`config.mk`:
```
export PLATFORM = sky130hd
export DESIGN_NAME = mf_queue
export DESIGN_NICKNAME = d
export VERILOG_FILES = /design/src/rtl/mf_pkg.sv /design/src/rtl/mf_queue.sv
export SDC_FILE = /design/constraint.sdc
export NUM_CORES = 1
export LEC_CHECK = 0
export BUFFER_PORTS_ARGS = -buffer_cell sky130_fd_sc_hd__buf_2
export CAP_MARGIN = 10
export CORE_AREA = 2 2 163 165
export CTS_BUF_LIST = sky130_fd_sc_hd__clkbuf_2 sky130_fd_sc_hd__clkbuf_4 sky130_fd_sc_hd__clkbuf_8
export DETAILED_ROUTE_END_ITERATION = 8
export DIE_AREA = 0 0 165 167
export PLACE_DENSITY = 0.82
export SYNTH_ARGS = -nofsm -noshare
export SYNTH_HDL_FRONTEND = slang
export SYNTH_SLANG_ARGS = --single-unit
```
`constraint.sdc`:
```
create_clock -name i_clk -period 9.4 [get_ports i_clk]
set_input_delay 1.41 -clock i_clk [delete_from_list [all_inputs] [get_ports i_clk]]
set_output_delay 1.41 -clock i_clk [all_outputs]
set_load 0.02 [all_outputs]
```
`src/rtl/mf_pkg.sv`:
```
// ============================================================================
// mf_pkg
// Shared types, constants and compare helpers of the 3x3 RGB median filter.
// ============================================================================
package mf_pkg;

    // Field widths
    localparam int PIX_W     = 8;
    localparam int COL_OUT_W = 10;
    localparam int ROW_W     = 12;
    localparam int WIDTH_W   = 11;
    localparam int HEIGHT_W  = 13;
    // Compare width for positions, sizes and the pending count
    localparam int CMP_W     = 14;

    // Register defaults and limits
    localparam int MAX_WIDTH_DEF = 1024;
    localparam int WIDTH_RESET   = 640;
    localparam int HEIGHT_RESET  = 480;
    localparam int HEIGHT_LIMIT  = 4096;

    // APB
    localparam int APB_ADDR_W = 3;
    localparam int APB_DATA_W = 32;

    // Job queue between front and back
    localparam int QUEUE_DEPTH = 4;
    localparam int QPTR_W      = $clog2(QUEUE_DEPTH);
    localparam int QCNT_W      = $clog2(QUEUE_DEPTH + 1);

    typedef enum logic {
        REG_WIDTH  = 1'b0,
        REG_HEIGHT = 1'b1
    } t_reg_idx;

    // One pixel, channel 0 red, 1 green, 2 blue
    typedef logic [2:0][PIX_W-1:0] t_rgb;

    // Effective frame size
    typedef struct packed {
        logic [CMP_W-1:0] width;
        logic [CMP_W-1:0] height;
    } t_cfg;

    // One window column: top, middle and the new pixel
    typedef struct packed {
        t_rgb top;
        t_rgb mid;
        t_rgb bot;
    } t_column;

    // Result attributes
    typedef struct packed {
        logic                 interior;
        logic                 last;
        logic [COL_OUT_W-1:0] col;
        logic [ROW_W-1:0]     row;
    } t_meta;

    // One queue entry: a column that enters the window, maybe with a result
    typedef struct packed {
        t_column col;
        logic    emit;
        t_meta   meta;
    } t_job;

    typedef struct packed {
        logic [PIX_W-1:0] lo;
        logic [PIX_W-1:0] md;
        logic [PIX_W-1:0] hi;
    } t_sort3;

    function automatic logic [PIX_W-1:0] max2(input logic [PIX_W-1:0] a,
                                              input logic [PIX_W-1:0] b);
        return (a > b) ? a : b;
    endfunction

    function automatic logic [PIX_W-1:0] min2(input logic [PIX_W-1:0] a,
                                              input logic [PIX_W-1:0] b);
        return (a < b) ? a : b;
    endfunction

    function automatic logic [PIX_W-1:0] max3(input logic [PIX_W-1:0] a,
                                              input logic [PIX_W-1:0] b,
                                              input logic [PIX_W-1:0] c);
        return max2(max2(a, b), c);
    endfunction

    function automatic logic [PIX_W-1:0] min3(input logic [PIX_W-1:0] a,
                                              input logic [PIX_W-1:0] b,
                                              input logic [PIX_W-1:0] c);
        return min2(min2(a, b), c);
    endfunction

    function automatic logic [PIX_W-1:0] med3(input logic [PIX_W-1:0] a,
                                              input logic [PIX_W-1:0] b,
                                              input logic [PIX_W-1:0] c);
        return max2(min2(a, b), min2(max2(a, b), c));
    endfunction

    function automatic t_sort3 sort3(input logic [PIX_W-1:0] a,
                                     input logic [PIX_W-1:0] b,
                                     input logic [PIX_W-1:0] c);
        t_sort3 s;
        s.lo = min3(a, b, c);
        s.md = med3(a, b, c);
        s.hi = max3(a, b, c);
        return s;
    endfunction

endpackage

```
`src/rtl/mf_queue.sv`:
```
// ============================================================================
// mf_queue
// Short job queue between the front and the back of the filter.
// ============================================================================
module mf_queue import mf_pkg::*; (
    input  logic              i_clk,
    input  logic              i_rst_n,
    input  logic              i_push,
    input  t_job              i_job,
    input  logic              i_pop,
    output t_job              o_job,
    output logic [QCNT_W-1:0] o_count
);

    t_job              r_mem [QUEUE_DEPTH];
    logic [QPTR_W-1:0] r_wp;
    logic [QPTR_W-1:0] r_rp;
    logic [QCNT_W-1:0] r_count;

    function automatic logic [QPTR_W-1:0] ptr_inc(input logic [QPTR_W-1:0] p);
        return (p == QPTR_W'(QUEUE_DEPTH - 1)) ? '0 : p + QPTR_W'(1);
    endfunction

    // Pointers and fill level
    always_ff @(posedge i_clk) begin
        if (!i_rst_n) begin
            r_wp    <= '0;
            r_rp    <= '0;
            r_count <= '0;
        end else begin
            if (i_push) r_wp <= ptr_inc(r_wp);
            if (i_pop)  r_rp <= ptr_inc(r_rp);
            if (i_push && !i_pop)
                r_count <= r_count + QCNT_W'(1);
            else if (!i_push && i_pop)
                r_count <= r_count - QCNT_W'(1);
        end
    end

    // Entry storage
    always_ff @(posedge i_clk) begin
        if (i_push) r_mem[r_wp] <= i_job;
    end

    assign o_job   = r_mem[r_rp];
    assign o_count = r_count;

endmodule

```
* Word level (Yosys, flattened, before mapping)
Memories as Yosys holds them, arrays and structs flattened. A register that Yosys moved wholly into a read port is not among the register bits.
Cells that the tools add are included.
** Operators by class
- Add/subtract/negate cells :: 4
- Eq/ne operators :: 2
- Muxes and demuxes :: 8
- Reductions and logical operators :: 5
** Operator list (count)
- 2-bit two-way mux :: 4
- 3-bit two-way mux :: 2
- 2-bit by 1-bit adder with 2-bit output (second input constant) :: 2
- 2-bit == test (second input constant) :: 2
- 3-bit by 1-bit adder with 3-bit output (second input constant) :: 1
- 3-bit by 1-bit subtractor with 3-bit output (second input constant) :: 1
- 1-bit logical AND :: 2
- 1-bit logical NOT :: 2
- 1-bit two-way mux :: 2
- 2-bit nonzero test :: 1
** Storage, ports and cells
- Register bits :: 7
- Memory bits (writable) :: 388
- Bits of input ports :: 101
- Output and inout port bits :: 100
- Word-level logic and storage cells :: 23
- Memories kept :: 1
** Memory list
- r_mem :: words 4, bits a word 97, rd ports 1, clocked after memory_dff 1, write ports 1, line mf_queue.sv:15 : t_job r_mem [QUEUE_DEPTH];

* Logic depth before layout (Yosys ltp)
- Word-level depth :: 4
- Depth in mapped cells :: 7
- Gate-level depth less buffers :: 7

* Worst setup path after synthesis
Ideal clock, no wire load.
- Path kind :: input-to-reg
- Start :: input port i_push
- End :: memory r_mem[0][0] in the netlist's numbering, enable pin
- Library setup time :: 0.466 ns
- Data arrival time :: 3.652 ns
- Data required time :: 8.934 ns
- Slack :: 5.282 ns
- Stages :: 1
- Path buffers :: 0
- Path through :: and2_1
** On the way
- Cells in the longest elaborated chain, start to end :: 2
** RTL lines
- start, declared :: line mf_queue.sv:8 : input logic i_push,
- 1-bit two-way mux :: line mf_queue.sv:42 : if (i_push) r_mem[r_wp] <= i_job;
- 1-bit two-way mux (implied by the code) :: line mf_queue.sv:42
- end, declared :: line mf_queue.sv:15
Every way passes these cells.

==> impl_metrics.ini <==
[place]
post-place-ws_ps = 5110
dp_hpwl_um = 15800
portBuffers = 200
dp_cells = 1068
place.gp.congestion = 0.754

[critical_path]
worstPathArrival_ps = 3300
critPathSlowestCell = buf_4
critPathTopFamily = buffers and inverters
crit_chain = buf_4 -> mux4_2 -> buf_2
cp_num_buf_inv = 2
path_depth = 3
r2r_start = r_wp[0]$_SDFFE_PN0P_
worstSetupEndpointType = output port
worstReg2RegEnd = r_mem[3][5]$_DFFE_PP_
crit_path_max_fanout = 53
critical_path_class = flip-flop to output port
reg2regPathDepth = 3
startpoint_type = flip-flop
crit_required_ps = 7990
critPathCapture = o_job[92]
critPathMaxStageDelay_ps = 950
reg2reg_slack_ps = 6970

[pwr]
switchingPower_w = 0.000828
ir_drop_mv = 0.148
seqPwrFrac_pct = 55.7
p_comb_share_pct = 9.4
p_clk_share_pct = 34.9
power_density_mw_per_mm2 = 219
internal_power_w = 0.00287
p_leak_nw = 5.71
switching_share_pct = 22.4

[clock_network]
hold_buffers = 0
clockBufferDepth = 3
clk-insertion-delay-late_ps = 570
cts_resized = 0
cts_buffers = 57
cts_tree = yes
clkSinkCount = 397
cts-root-buf = clkbuf_8
htreeDepth = 2
cts.reportedPaths.clkPinSlew_ps = 60
cts_setup_buffers = 0

[timing]
finalCritPeriodShare_pct = 50.2
period_minus_slack_ps = 4710
hold_violations = 0
relSlewSlack_pct = 29.4
worst_slack_ps = 4690
worst_clock_skew_ps = 11.6
hold_ws_ps = 543
worstMarginPinSlew_ps = 1060
fmax_mhz = 212
slew_violations = 0
finalSetupViolations = 0
fin_tns_setup_ps = 0
rsz0062_at_grt = false

[cells_and_area]
syn_to_final_growth_pct = 17.0
drive_above_1_share_pct = 46.8
final_common_cell = edfxtp_1
finish.utilization_pct = 65.6
n_fill_cell = 1606
layout_common_cells = 388 x edfxtp_1, 200 x buf_2, 97 x mux4_2
nets = 900
stdcell_count = 1178

[hold_path]
hold_path_class = flip-flop to flip-flop

[drt]
viasPerCell = 5.52
routed_wl_um = 26000
wl_per_cell_um = 22.1
num_vias = 6502
drt_iter0_drc = 565
postRouteAntennaNets = 0
drc = 0
dr.pass1.iters = 4

[synth]
synth_seq_cells = 397
ys_types = 21
netlist_area_mm2 = 0.0144
syn_nets = 657
avgSynthCellArea_um2 = 26.3
ys_warn_count = 0
synth_cells = 549
ys_seq_area_share_pct = 82.0

[status]
status = completed

[floorplan]
dieWidth_um = 165
rows = 59
die-area_mm2 = 0.0276
initial_utilization_pct = 56.0
die_h_um = 167
core_area_mm2 = 0.0258
ios = 201

[global_route]
grt-ovfl-total = 0
grt_antenna_before_repair = 5
grt_max_degree = 60
grt_pass1_wl_um = 39900
track_usage_pct = 19.2
grt_pass1_vias = 7153

[job]
maxCapViolCount = 0
## per-layer routing
metal / wire length, um / GRT usage [%] / vias up
met5: 24 / 0 / -
met3: 2210 / 5.88 / 28
met1: 10200 / 25.0 / 3363
met2: 13200 / 31.9 / 240
met4: 300 / 4.50 / 4
li1: - / - / 2867
## registers in the layout, summed over array words and instances, names as in the netlist, named ones only
signal	flops
r_mem	388
r_wp	2
r_rp	2
o_count	3
## worst reg2reg max path: cells and delay by family (launching register included)
kind                     cells  cell delay [ps]
buffers and inverters        1              760
AND/OR/NAND/NOR              1              630
flip-flops                   1              410
adder cells (fa/ha/maj)      1              220
## stage by stage
step | total power (W) | instance area, um2
final | 0.00370 | 16900
after global routing | 0.00385 | 16900
after CTS | 0.00374 | 16900
after detailed placement | 0.00245 | 15800
after global placement | 0.00244 | 15800
after floorplan | 0.00232 | 14400
## cell families (layout without fill, tap and decap cells)
| family | count (synthesis) | in the layout | synth area share (%) |
|---|---|---|---|
| adder cells (fa/ha/maj) | 7 | 7 | 0.659 |
| buffers and inverters | 26 | 316 | 1.14 |
| XOR/XNOR | 2 | 2 | 0.121 |
| multiplexers | 101 | 101 | 15.4 |
| AO/OA/AOI/OAI | 3 | 3 | 0.139 |
| flip-flops | 397 | 397 | 82.0 |
| other | 0 | 4 | 0 |
| AND/OR/NAND/NOR | 13 | 13 | 0.538 |
## cell usage after synthesis (all sizes together)
library cell	count	share of area, %
o21ai	1	0.035
o21a	1	0.052
xnor2	1	0.061
mux2i	4	0.28
inv	4	0.10
edfxtp	388	81
nor3	1	0.035
clkbuf	6	0.16
xor2	1	0.061
nor2	1	0.026
nor2b	5	0.22
dfxtp	9	1.2
and2	5	0.22
fa	1	0.14
mux4	97	15
buf	16	0.88
or3	1	0.043
ha	6	0.52
a21boi	1	0.052
## worst min path at each step
stage / start / endpoint / cells past startpoint
6_report: o_count[2]$_SDFFE_PN0P_ / o_count[2]$_SDFFE_PN0P_ / 2
3_3_place_gp: o_count[2]$_SDFFE_PN0P_ / o_count[2]$_SDFFE_PN0P_ / 2
3_5_place_dp: o_count[2]$_SDFFE_PN0P_ / o_count[2]$_SDFFE_PN0P_ / 2
2_1_floorplan: r_rp[1]$_SDFFE_PN0P_ / flip-flop / 2
4_1_cts: o_count[2]$_SDFFE_PN0P_ / o_count[2]$_SDFFE_PN0P_ / 2
5_1_grt: o_count[2]$_SDFFE_PN0P_ / o_count[2]$_SDFFE_PN0P_ / 2
## power by group through the flow
stage / registers, W / logic [W] / clock network [W]
detailed placement: 0.00210 / 0.000354 / 0
finish: 0.00206 / 0.000348 / 0.00129
global route: 0.00207 / 0.000374 / 0.00140
global placement: 0.00209 / 0.000344 / 0
CTS: 0.00206 / 0.000356 / 0.00132
floorplan: 0.00209 / 0.000233 / 0
## layout make-up
| type | count | area (um2) | area share, % |
|---|---|---|---|
| multi-input combinational | 126 | 2440 | 14.5 |
| antenna | 4 | 10.0 | 0.0593 |
| inverter | 4 | 15.0 | 0.0889 |
| timing repair buffer | 206 | 1050 | 6.19 |
| tap | 335 | 419 | 2.48 |
| sequential | 397 | 11800 | 70.1 |
| clock inverter | 30 | 175 | 1.04 |
| clock buffer | 76 | 940 | 5.56 |
Note: power is estimated with default switching activity, not from simulation.
