**src/rtl/mf_pkg.sv**
```systemverilog
// ============================================================================
// mf_pkg
// Shared types, constants and compare helpers of the 3x3 RGB median filter.
// ============================================================================
package mf_pkg;

    // Field widths
    localparam int PIX_W     = 8;
    localparam int COL_OUT_W = 10;
    localparam int ROW_W     = 12;
    localparam int WIDTH_W   = 11;
    localparam int HEIGHT_W  = 13;
    // Compare width for positions, sizes and the pending count
    localparam int CMP_W     = 14;

    // Register defaults and limits
    localparam int MAX_WIDTH_DEF = 1024;
    localparam int WIDTH_RESET   = 640;
    localparam int HEIGHT_RESET  = 480;
    localparam int HEIGHT_LIMIT  = 4096;

    // APB
    localparam int APB_ADDR_W = 3;
    localparam int APB_DATA_W = 32;

    // Job queue between front and back
    localparam int QUEUE_DEPTH = 4;
    localparam int QPTR_W      = $clog2(QUEUE_DEPTH);
    localparam int QCNT_W      = $clog2(QUEUE_DEPTH + 1);

    typedef enum logic {
        REG_WIDTH  = 1'b0,
        REG_HEIGHT = 1'b1
    } t_reg_idx;

    // One pixel, channel 0 red, 1 green, 2 blue
    typedef logic [2:0][PIX_W-1:0] t_rgb;

    // Effective frame size
    typedef struct packed {
        logic [CMP_W-1:0] width;
        logic [CMP_W-1:0] height;
    } t_cfg;

    // One window column: top, middle and the new pixel
    typedef struct packed {
        t_rgb top;
        t_rgb mid;
        t_rgb bot;
    } t_column;

    // Result attributes
    typedef struct packed {
        logic                 interior;
        logic                 last;
        logic [COL_OUT_W-1:0] col;
        logic [ROW_W-1:0]     row;
    } t_meta;

    // One queue entry: a column that enters the window, maybe with a result
    typedef struct packed {
        t_column col;
        logic    emit;
        t_meta   meta;
    } t_job;

    typedef struct packed {
        logic [PIX_W-1:0] lo;
        logic [PIX_W-1:0] md;
        logic [PIX_W-1:0] hi;
    } t_sort3;

    function automatic logic [PIX_W-1:0] max2(input logic [PIX_W-1:0] a,
                                              input logic [PIX_W-1:0] b);
        return (a > b) ? a : b;
    endfunction

    function automatic logic [PIX_W-1:0] min2(input logic [PIX_W-1:0] a,
                                              input logic [PIX_W-1:0] b);
        return (a < b) ? a : b;
    endfunction

    function automatic logic [PIX_W-1:0] max3(input logic [PIX_W-1:0] a,
                                              input logic [PIX_W-1:0] b,
                                              input logic [PIX_W-1:0] c);
        return max2(max2(a, b), c);
    endfunction

    function automatic logic [PIX_W-1:0] min3(input logic [PIX_W-1:0] a,
                                              input logic [PIX_W-1:0] b,
                                              input logic [PIX_W-1:0] c);
        return min2(min2(a, b), c);
    endfunction

    function automatic logic [PIX_W-1:0] med3(input logic [PIX_W-1:0] a,
                                              input logic [PIX_W-1:0] b,
                                              input logic [PIX_W-1:0] c);
        return max2(min2(a, b), min2(max2(a, b), c));
    endfunction

    function automatic t_sort3 sort3(input logic [PIX_W-1:0] a,
                                     input logic [PIX_W-1:0] b,
                                     input logic [PIX_W-1:0] c);
        t_sort3 s;
        s.lo = min3(a, b, c);
        s.md = med3(a, b, c);
        s.hi = max3(a, b, c);
        return s;
    endfunction

endpackage

```
**src/rtl/mf_regs.sv**
```systemverilog
// ============================================================================
// mf_regs
// APB register file for frame width and height, with clamped sizes out.
// ============================================================================
module mf_regs import mf_pkg::*; #(
    parameter int MAX_WIDTH = MAX_WIDTH_DEF
) (
    input  logic                  i_clk,
    input  logic                  i_rst_n,
    input  logic                  psel,
    input  logic                  penable,
    input  logic                  pwrite,
    input  logic [APB_ADDR_W-1:0] paddr,
    input  logic [APB_DATA_W-1:0] pwdata,
    output logic [APB_DATA_W-1:0] prdata,
    output logic                  pready,
    output t_cfg                  o_cfg
);

    logic [WIDTH_W-1:0]  r_width;
    logic [HEIGHT_W-1:0] r_height;
    t_reg_idx            reg_idx;
    logic                wr_en;
    logic [CMP_W-1:0]    width_x;
    logic [CMP_W-1:0]    height_x;

    assign pready  = 1'b1;
    assign wr_en   = psel && penable && pwrite;
    assign reg_idx = t_reg_idx'(paddr[2]);

    // Register writes
    always_ff @(posedge i_clk) begin
        if (!i_rst_n) begin
            r_width  <= WIDTH_W'(WIDTH_RESET);
            r_height <= HEIGHT_W'(HEIGHT_RESET);
        end else if (wr_en) begin
            unique case (reg_idx)
                REG_WIDTH:  r_width  <= pwdata[WIDTH_W-1:0];
                REG_HEIGHT: r_height <= pwdata[HEIGHT_W-1:0];
                default:    ;
            endcase
        end
    end

    // Read back
    always_comb begin
        unique case (reg_idx)
            REG_WIDTH:  prdata = APB_DATA_W'(r_width);
            REG_HEIGHT: prdata = APB_DATA_W'(r_height);
            default:    prdata = '0;
        endcase
    end

    // Zero acts as one, oversize acts as the limit
    assign width_x  = CMP_W'(r_width);
    assign height_x = CMP_W'(r_height);

    always_comb begin
        if (width_x == '0)
            o_cfg.width = CMP_W'(1);
        else if (width_x > CMP_W'(MAX_WIDTH))
            o_cfg.width = CMP_W'(MAX_WIDTH);
        else
            o_cfg.width = width_x;

        if (height_x == '0)
            o_cfg.height = CMP_W'(1);
        else if (height_x > CMP_W'(HEIGHT_LIMIT))
            o_cfg.height = CMP_W'(HEIGHT_LIMIT);
        else
            o_cfg.height = height_x;
    end

endmodule

```
**config.mk**
```make
export PLATFORM = sky130hd
export DESIGN_NAME = mf_regs
export DESIGN_NICKNAME = d
export VERILOG_FILES = /design/src/rtl/mf_pkg.sv /design/src/rtl/mf_regs.sv
export SDC_FILE = /design/constraint.sdc
export NUM_CORES = 1
export LEC_CHECK = 0
export ABC_AREA = 1
export BUFFER_PORTS_ARGS = -buffer_cell sky130_fd_sc_hd__clkbuf_2
export CAP_MARGIN = 20
export CORE_ASPECT_RATIO = 1.1
export CORE_UTILIZATION = 38
export CTS_CLUSTER_DIAMETER = 80
export CTS_CLUSTER_SIZE = 10
export DETAILED_ROUTE_END_ITERATION = 7
export PLACE_DENSITY = 0.75
export SLEW_MARGIN = 20
export SYNTH_ARGS = -nofsm -noshare
export SYNTH_HDL_FRONTEND = slang
export SYNTH_SLANG_ARGS = --single-unit
```
**constraint.sdc**
```tcl
create_clock -name i_clk -period 0.9 [get_ports i_clk]
set_input_delay 0.045 -clock i_clk [delete_from_list [all_inputs] [get_ports i_clk]]
set_output_delay 0.045 -clock i_clk [all_outputs]
set_load 0.05 [all_outputs]
```
# After elaboration in Yosys (flattened, before gate mapping)
# Cells that the tools add are included.
# totals
register_bits,24
input_bits,40
out_inout_bits,61
elab_cells,16
# op_classes
n_lt_le_gt_ge,2
muxes,5
n_bitwise,1
reduce_logical,6
# ops
cell,count
32-bit case mux with 2 select lines,1
14-bit zero test,2
13-bit two-way mux,2
11-bit two-way mux,2
13-bit greater-than comparator (second input constant),1
11-bit greater-than comparator (second input constant),1
2-bit AND reduction,2
1-bit logical AND,2
1-bit inverter,1

# Logic depth before layout (Yosys ltp)
# Gate-level depths: netlist of the first run.
# depth
ltp_word,3
ltp_mapped,7
mapped_depth_nobuf,7

# Least setup slack after synthesis of the first run
# OpenSTA, ideal clock, no wires.
# synth_path
kind,register to output
startpoint,register r_width[10]
endpoint,output prdata[10]
arrival_ns,1.492
required_ns,0.855
path_slack_ns,-0.637
stages_incl_launch_ff,3
n_path_buf,0
cell_sequence,dfxtp_1 -> inv_1 -> o21ai_0
# synth_between
elab_chain_cells,1
# synth_lines
element,line,text
start: declaration,mf_regs.sv:20,logic [WIDTH_W-1:0] r_width;
start signal: assignment,mf_regs.sv:34,r_width <= WIDTH_W'(WIDTH_RESET);
start signal: assignment,mf_regs.sv:38,REG_WIDTH: r_width <= pwdata[WIDTH_W-1:0];
32-bit case mux with 2 select lines,mf_regs.sv:47,unique case (reg_idx)
end: declaration,mf_regs.sv:15,"output logic [APB_DATA_W-1:0] prdata,"
# No other way between the ends. The select of a mux whose other input is x is not followed.

==> metrics.yaml, run 1 <==
status:
  outcome: "finished, violations left"
  violations: "setup timing"
layout:
  final_nets: 354
  drive_gt1_share_pct: 67.41
  utilization_pct: 86.99
  fillers: 167
  fin_area_um2: 3254
  num_antenna_cells: 0
  syn2layout_area_growth_pct: 113.0
  fin_cells: 363
drt:
  met2_length_mm: 3.283
  firstDrtPassIters: 4
  met1Wirelength_mm: 2.242
  route.vias.total: 1783
  routedWlPerCell_um: 16.58
  routed.top_layer: "met4"
  first_iter_violations: 88
  drc_errors: 0
  antenna_left: 0
  via_per_inst: 4.912
  wl_met3_um: 325
  wirelength_mm: 6.017
yosys:
  synth_seq_cells: 24
  synth.largest_area_cell: "dfxtp_1"
  syn_area_per_cell_um2: 6.944
  synth_common_cells: "nor2_1 (35), nand2_1 (32), buf_4 (27)"
  ys_seq_area_share_pct: 31.45
  synth_cells: 220
  synth_top_family_by_area: "buffers and inverters"
  synth_xor_area_share_pct: 0
  ys_types: 22
  yosys_warnings: 0
  synthTopCellsByArea: "dfxtp_1 (31%), buf_4 (13%), nor2_1 (8.6%)"
  synth_compound_area_share_pct: 22.77
  synth-simple-area-share_pct: 21.79
  synth-adder-area-share_pct: 0
  yosys.area.top_type_share_pct: 31.45
  synth_mux_area_share_pct: 0
  yosys.cell_count.top_type: "nor2_1"
  syn-cell-area_um2: 1528
  synth-async-reset-ratio_pct: 0
  ys.flop_type: "dfxtp_1"
  synth_edf_count: 0
placement:
  pre_cts_slack_ns: -0.4385
  gp_congestion: 0.8081
  dp_hpwl_mm: 3.393
  place_area_um2: 2591
  numPortBuffers: 55
  dp.cells: 350
timing:
  hold_ws_ns: 0.008989
  hold_viol: 0
  post-route-period-util_pct: 179.2
  setup_viol: 38
  min_period_ns: 1.613
  drv_slew: 0
  fin_skew_ns: 0
  rsz0062_at_grt: "yes"
  setup_tns_ns: -16.30
  setup_slack_ns: -0.7127
  max_freq_mhz: 620.1
pwr:
  p_leak_nw: 1.435
  p_per_area_nw_per_um2: 1005
  ir_drop_mv: 0.7663
  p_total_mw: 3.272
global_routing:
  grt_pass1_wl_mm: 8.307
  grt_max_degree: 25
  grt_pass1_vias: 1655
  antenna_found_initial: 0
  grt_overflow: 0
  grt_use_total_pct: 26.01
floorplan:
  die-area_um2: 4278
  start_util_pct: 40.84
  ioPinCount: 101
  die_x_um: 62.46
  core_area_um2: 3741
  dieHeight_um: 68.50
  rows: 23
setup_path:
  worstSetupEndpointType: "primary output"
  crit_type: "reg -> out"
  arrival_ns: 1.57
  start_kind: "flip-flop"
  cp.required_ns: 0.85
  path_max_fanout: 6
cts:
  h-tree-depth: 1
  ctsHoldBuffers: 0
  clock_latency_ns: 0.28
  cts_tree: "done"
  clock_sinks: 24
  cts_buffers: 3
  clockRootBuffer: "clkbuf_8"
  clkTransAtPathRegs_ns: 0.08
  clockBufferDepth: 2
min_path:
  hp-class: "in -> reg"
run:
  max_cap_violations: 0
## sequential cells by signal (all words and copies together) (netlist names)
signal    count
r_height     13
r_width      11
## worst paths after layout
| kind | from | to | depth (start not counted) | slack (ns) |
|---|---|---|---|---|
| setup / recovery | r_height[6] | o_cfg[2] | 7 | -0.71 |
| hold / removal | pwdata[5] | r_height[5] | 3 | 0.009 |
| setup reg to reg | r_height[11] | r_height[11] | 5 | -0.07 |
| hold reg to reg | r_height[12] | r_height[12] | 2 | 0.61 |
## metal layers
layer,vias up,track usage (%)
met5,-,0
met4,0,15.99
met3,14,4.276
met2,90,50.82
met1,845,26.51
li1,834,-
## area by class of cell
type	count	area, um^2	share of cell area, %
Inverter	27	138.9	4.268
Tap cell	50	62.56	1.922
Clock buffer	4	55.05	1.692
Multi-Input combinational cell	156	1209	37.14
Sequential cell	24	515.5	15.84
Timing Repair Buffer	102	1274	39.14
## logic make-up (layout without fill, tap and decap cells)
group                  after synthesis  count (layout)
other                                2              24
buffers and inverters               63             133
DFF                                 24              24
AOI/OAI and AO/OA                   53              53
and+or+nand+nor                     78              79
## worst max-delay path, stage by stage (launching register included)
cell and delay, ns:
dfxtp_2 0.35, nor2_4 0.11, nand2_2 0.08, nor2_4 0.18, nand2_8 0.11, buf_12 0.15
a21boi_4 0.17, buf_12 0.15
## placed cells by master, fill, tap and decap left out, drive strengths merged
cell type  instances
a21boi             9
a21oi             12
buf               81
clkbuf            25
clkinvlp           2
conb              24
dfxtp             24
inv               25
nand2             33
nand3              6
nor2              40
o211ai             3
o21ai             29
## what timing repair did
item                       4_1_cts  5_1_grt
setup endpoints to repair       37       38
resized for setup              109       50
hold endpoints to repair         0        0
cloned                           1        0
pin swaps                       19       21
buffers inserted                 6       10
## power by group
group | switching (mW) | internal (mW) | total, mW
sequential | 0.0382 | 1.10 | 1.13
combinational | 0.867 | 0.523 | 1.39
clock | 0.356 | 0.391 | 0.748
total | 1.26 | 2.01 | 3.27
Power figures use the tool's default switching activity.
==> run 2, diff against run 1 <==
- ABC_AREA: 1 -> default
- PLACE_DENSITY: 0.75 -> 0.74
==> run 2 against run 1 <==
Against the previous run:
- the flow still finishes with violations (setup timing)
- hold slack improved by 0.0030 ns
- die area increased by 0.63%
- non-clock buffer count decreased by 10
- synthesized cell count decreased by 20%
- clock skew unchanged
- design area decreased by 8.7%
- setup slack improved by 0.28 ns
- global-route usage decreased by 1.7 points
- register-to-register slack improved by 0.07 ns
- via count decreased by 17%
- flip-flop and latch count unchanged
- critical path type unchanged
- largest power group is now registers
==> metrics.yaml, run 2 <==
drt:
  routedWlPerCell_um: 16.80  # +1.3%
  wirelength_mm: 5.140  # -15%
  antenna_left: 0  # unchanged
  via_per_inst: 4.837  # -1.5%
  route.vias.total: 1480  # -17%
  first_iter_violations: 60  # -32%
  drc_errors: 0  # unchanged
  firstDrtPassIters: 4  # unchanged
yosys:
  ys.flop_type: "dfxtp_1"
  synth_cells: 175  # -20%
  syn_area_per_cell_um2: 8.787  # +27%
  yosys.area.top_type_share_pct: 31.24  # -0.20 points
  syn-cell-area_um2: 1538  # +0.66%
  yosys_warnings: 0  # unchanged
  synth_seq_cells: 24  # unchanged
  ys_seq_area_share_pct: 31.24  # -0.20 points
  synth-async-reset-ratio_pct: 0  # unchanged
  synth_common_cells: "nand2_1 (31), nor2b_1 (31), buf_4 (24), dfxtp_1 (24), mux2i_1 (24)"
  synth.largest_area_cell: "dfxtp_1"
  synthTopCellsByArea: "dfxtp_1 (31%), mux2i_1 (16%), nor2b_1 (13%)"
  synth_edf_count: 0  # unchanged
  ys_types: 21  # -4.5%
timing:
  min_period_ns: 1.329  # -0.2832 ns
  hold_viol: 0  # unchanged
  drv_slew: 0  # unchanged
  fin_skew_ns: 0  # unchanged
  post-route-period-util_pct: 147.7  # -31 points
  setup_slack_ns: -0.4295  # +0.2832 ns
  rsz0062_at_grt: "yes"
  max_freq_mhz: 752.2  # +21%
  setup_viol: 37  # -2.6%
setup_path:
  path_max_fanout: 2  # -4
  worstSetupEndpointType: "primary output"
  start_kind: "flip-flop"
  startpoint: "r_width[2]"
  cp.required_ns: 0.85  # about the same
  crit_type: "reg -> out"
  worstPathCellList: "nor4_4 > a32o_2 > buf_8"
  crit_family: "flip-flops"
  arrival_ns: 1.28  # -0.29 ns
  slowest_stage: "dfxtp_2"
  r2r_start: "r_height[8]"
  max_stage_delay_ns: 0.34  # about the same
  cp.buffers_inverters: 1  # -1
layout:
  final_cell_mix: "nand2_1 (29), buf_8 (26), mux2i_1 (24), conb_1 (24), nor2b_4 (21)"
  drive_gt1_share_pct: 63.67  # -3.7 points
  layout_commonest_cell: "nand2_1"
  regMostFlops: "r_height"
  final_nets: 298  # -16%
  syn2layout_area_growth_pct: 93.33
  largest_reg_flops: 13  # unchanged
  fin_area_um2: 2973  # -8.7%
  reg.largest.list: "r_height x13, r_width x11"
  num_antenna_cells: 0  # unchanged
pwr:
  p_sw_mw: 0.9922  # -21%
  p_total_mw: 2.774  # -15%
  p_comb_share_pct: 37.0  # -5.5 points
  swShare_pct: 35.77  # -2.8 points
  p_leak_nw: 1.386  # -3.4%
  p_seq_share_pct: 39.9  # +5.2 points
  ir_drop_mv: 0.8567  # +12%
  p_clk_share_pct: 23.1  # +0.2 points
  intPower_mw: 1.782  # -11%
  p_per_area_nw_per_um2: 933.1  # -7.2%
global_routing:
  grt_pass1_vias: 1504  # -9.1%
  grt_max_degree: 22  # -12%
  antenna_found_initial: 0  # unchanged
  grt_use_total_pct: 24.30  # -1.7 points
  grt_overflow: 0  # unchanged
  grt_pass1_wl_mm: 7.921  # -4.6%
cts:
  clock_sinks: 24  # unchanged
  cts_buffers: 3  # unchanged
  clockBufferDepth: 2  # unchanged
  clock_latency_ns: 0.27  # about the same
  cts_tree: "done"
  clkTransAtPathRegs_ns: 0.08  # about the same
  h-tree-depth: 1  # unchanged
  clockRootBuffer: "clkbuf_8"
placement:
  dp_hpwl_mm: 2.924  # -14%
  numPortBuffers: 55  # unchanged
  place_area_um2: 2160  # -17%
  gp_congestion: 0.7877  # -2.5%
run:
  max_cap_violations: 0  # unchanged
floorplan:
  die-area_um2: 4305  # +0.63%
  rows: 23  # unchanged
  ioPinCount: 101  # unchanged
  start_util_pct: 40.79  # -0.046 points
  dieHeight_um: 68.72  # +0.31%
  die_x_um: 62.65  # +0.31%
  core_area_um2: 3770  # +0.77%
status:
  outcome: "finished, violations left"
  violations: "setup timing"
min_path:
  min_from: "pwdata[6]"
  hp-class: "in -> reg"
[run 2: cell types whose count changed after synthesis, sizes merged, moves of 4 or more]
cell | before | now
a21boi | 9 | 0
a21oi | 12 | 0
buf | 34 | 30
clkbuf | 2 | 6
inv | 27 | 2
mux2 | 0 | 10
mux2i | 0 | 24
nand3 | 6 | 0
nor2 | 39 | 1
nor2b | 0 | 31
nor4 | 0 | 5
o21ai | 29 | 1
[run 2: cells by family after synthesis]
logic type,count (synthesis),share of synthesized area (%)
multiplexers,34,22.95
buffers and inverters,38,17.09
other,2,0.4884
flip-flops,24,31.24
AND/OR/NAND/NOR,74,26.61
AO/OA/AOI/OAI,3,1.627
[run 2: final cells by class]
class	count	area, um^2
Timing Repair Buffer	92	1187
Multi-Input combinational cell	135	1150
Tap cell	50	62.56
Inverter	2	10.01
Sequential cell	24	521.8
Fill cell	228	797.0
Clock buffer	3	41.29
[run 2: path summary, 6_finish.rpt]
check / end / slack [ns] / cells after the start
setup / recovery: o_cfg[14] / -0.43 / 3
hold / removal: r_width[6] / 0.01 / 3
setup reg to reg: r_height[8] / 0 / 4
hold reg to reg: r_width[0] / 0.47 / 2
[run 2: worst min-delay path, delay by kind of cell]
family,cells,cell delay (ns)
buffers and inverters,1,0.09
multiplexers,1,0.06
AND/OR/NAND/NOR,1,0.05
[run 2: per-stage QoR]
step                      setup WS (ns)  util [%]  cells  TNS (ns)  hold slack, ns
after floorplan                 -0.1334         -    197   -0.3503          0.1796
after global placement          -0.2727     57.29    299    -2.044          0.2770
after detailed placement        -0.2707     57.29    299    -2.132          0.2770
after CTS                       -0.4451     76.10    306    -9.512        0.001064
after global routing            -0.4913     78.86    306    -10.54         0.02752
final                           -0.4295     78.86    306    -9.345         0.01195
[run 2: repair_timing]
item / in CTS / in global routing
setup buffers: 3 / 2
endpoints found under the hold margin: 1 / 0
hold buffers: 1 / 0
endpoints found under the setup margin: 37 / 38
pin swaps: 3 / 3
gates resized for setup: 149 / 44
[run 2: metal layers]
metal / up-vias / global-route usage, % / share of wire (%)
met5: - / 0 / 0
li1: 685 / - / -
met4: 0 / 9.012 / 1.5
met1: 716 / 28.53 / 41
met2: 72 / 45.38 / 53
met3: 7 / 3.618 / 5.2
[run 2: power by group through the flow]
stage          Clock, mW  Sequential (mW)  Combinational [mW]
3_5_place_dp           0             1.13               0.798
4_1_cts            0.628             1.10               0.976
3_3_place_gp           0             1.13               0.794
6_report           0.640             1.11                1.03
2_1_floorplan          0             1.13               0.681
5_1_grt            0.697             1.11                1.07
==> run 3, diff against run 2 <==
- CORE_UTILIZATION: 38 -> 25
- PLACE_DENSITY: 0.74 -> 0.52
==> run 3 against run 2 <==
Against the previous run:
- critical path type unchanged
- setup slack got worse by 0.028 ns
- the flow still finishes with violations (setup timing)
- hold slack got worse by 0.011 ns
- combinational power about the same
- critical path depth is the same
- largest cell class unchanged
- largest power group unchanged
- die area increased by 50%
- design area up 2.1%
==> metrics.yaml, run 3 (synthesis results as in run 2) <==
timing:
  rsz0062_at_grt: "yes"
  setup_slack_ns: -0.4575  # -0.02803 ns
  setup_tns_ns: -9.296  # +0.04894 ns
  fin_skew_ns: 0  # unchanged
  max_freq_mhz: 736.6  # -2.1%
  hold_viol: 0  # unchanged
  post-route-period-util_pct: 150.8  # +3.1 points
  setup_viol: 37  # unchanged
  hold_ws_ns: 0.0005674  # -0.01138 ns
  min_period_ns: 1.358  # +0.02803 ns
  drv_slew: 0  # unchanged
layout:
  layout_commonest_cell: "nand2_1"
  syn2layout_area_growth_pct: 97.31
  num_antenna_cells: 0  # unchanged
  fillers: 495  # +120%
  regMostFlops: "r_height"
  final_cell_mix: "nand2_1 (30), buf_8 (25), mux2i_1 (24), conb_1 (24), nor2b_4 (20)"
  fin_cells: 335  # +9.5%
  drive_gt1_share_pct: 62.40  # -1.3 points
  final_nets: 300  # +0.67%
  largest_reg_flops: 13  # unchanged
  reg.largest.list: "r_height x13, r_width x11"
drt:
  route.vias.total: 1391  # -6.0%
  via_per_inst: 4.152  # -14%
  met2_length_mm: 2.323  # -14%
  antenna_left: 0  # unchanged
  first_iter_violations: 27  # -55%
  drc_errors: 0  # unchanged
  wl_met3_um: 197  # -26%
  wirelength_mm: 4.620  # -10%
  routedWlPerCell_um: 13.79  # -18%
  routed.top_layer: "met4"
  firstDrtPassIters: 4  # unchanged
  met1Wirelength_mm: 2.044  # -2.3%
placement:
  numPortBuffers: 55  # unchanged
  gp_congestion: 0.7616  # -3.3%
  dp_hpwl_mm: 3.255  # +11%
  dp.cells: 325  # +8.7%
  pre_cts_slack_ns: -0.2836  # -0.01297 ns
cts:
  clock_latency_ns: 0.27  # about the same
  cts_tree: "done"
  clkTransAtPathRegs_ns: 0.09  # about the same
  clock_sinks: 24  # unchanged
  clockRootBuffer: "clkbuf_8"
  h-tree-depth: 1  # unchanged
  cts_buffers: 3  # unchanged
  clockBufferDepth: 2  # unchanged
setup_path:
  path_max_fanout: 2  # unchanged
  cp.required_ns: 0.85  # about the same
  start_kind: "flip-flop"
  rrSetupSlack_ns: 0.07  # +0.07 ns
  worstSetupEndpointType: "primary output"
  crit_type: "reg -> out"
  arrival_ns: 1.31  # +0.03 ns
pwr:
  p_sw_mw: 0.9822  # -1.0%
  p_total_mw: 2.757  # -0.60%
  ir_drop_mv: 0.5661  # -34%
  p_per_area_nw_per_um2: 908.8  # -2.6%
  swShare_pct: 35.62  # -0.15 points
  p_clk_share_pct: 23.4  # +0.3 points
  p_seq_share_pct: 40.0  # about the same
  p_leak_nw: 1.391  # +0.30%
  intPower_mw: 1.775  # -0.37%
  p_comb_share_pct: 36.6  # -0.4 points
global_routing:
  antenna_found_initial: 0  # unchanged
  grt_pass1_vias: 1407  # -6.4%
  grt_max_degree: 41  # +86%
  grt_pass1_wl_mm: 7.272  # -8.2%
  grt_use_total_pct: 14.64  # -9.7 points
  grt_overflow: 0  # unchanged
floorplan:
  start_util_pct: 26.32  # -14 points
  rows: 29  # +26%
  die-area_um2: 6469  # +50%
  dieHeight_um: 84.26  # +23%
  die_x_um: 76.78  # +23%
  core_area_um2: 5842  # +55%
  ioPinCount: 101  # unchanged
status:
  outcome: "finished, violations left"
  violations: "setup timing"
run:
  max_cap_violations: 0  # unchanged
min_path:
  hp-class: "in -> reg"
==> run 3: changes by cell type in the layout (fill, tap and decap cells not counted), sizes merged <==
cell    previous run  this run
buf               62        63
clkbuf            32        33
==> run 3: worst paths after layout <==
path	start	end	depth (start not counted)
min reg2reg	r_width[0]	r_width[0]	2
min	pwdata[11]	r_height[11]	3
max	r_height[10]	o_cfg[0]	3
max reg2reg	r_width[8]	r_width[8]	4
==> run 3: power groups by stage <==
stage | clock network (mW) | registers (mW) | logic, mW
2_1_floorplan | 0 | 1.13 | 0.681
3_3_place_gp | 0 | 1.12 | 0.802
3_5_place_dp | 0 | 1.13 | 0.801
4_1_cts | 0.664 | 1.11 | 0.986
5_1_grt | 0.709 | 1.11 | 1.05
6_report | 0.645 | 1.10 | 1.01
==> run 3: per-stage QoR <==
stage / cell area, um^2 / utilization (%)
2_1_floorplan: 1782 / -
3_3_place_gp: 2186 / 37.42
3_5_place_dp: 2186 / 37.42
4_1_cts: 2965 / 50.76
5_1_grt: 3034 / 51.94
6_report: 3034 / 51.94
==> run 3: timing repair <==
action / 4_1_cts / 5_1_grt
setup buffers: 4 / 4
endpoints found under the hold margin: 1 / 0
pin swaps: 3 / 1
cloned: 1 / 0
hold buffers: 1 / 0
setup endpoints to repair: 37 / 38
gates resized for setup: 152 / 39
==> run 3: cell type report <==
cell class                      count  area [um^2]  share of cell area (%)
Clock buffer                        3        41.29                   1.361
Multi-Input combinational cell    135         1142                   37.65
Inverter                            2        10.01                  0.3299
Timing Repair Buffer               94         1221                   40.25
Tap cell                           77        96.34                   3.175
Sequential cell                    24        523.0                   17.24
==> run 3: routing by layer <==
metal | global-route usage [%] | up-vias
li1 | - | 694
met1 | 18.64 | 645
met2 | 24.76 | 48
met3 | 2.391 | 4
met4 | 5.245 | 0
met5 | 0 | -
==> run 3: critical path, stage by stage, from the launching register on <==
cell and delay (ns):
dfxtp_2 0.35, nor4_4 0.28, a32o_2 0.23, clkbuf_8 0.18
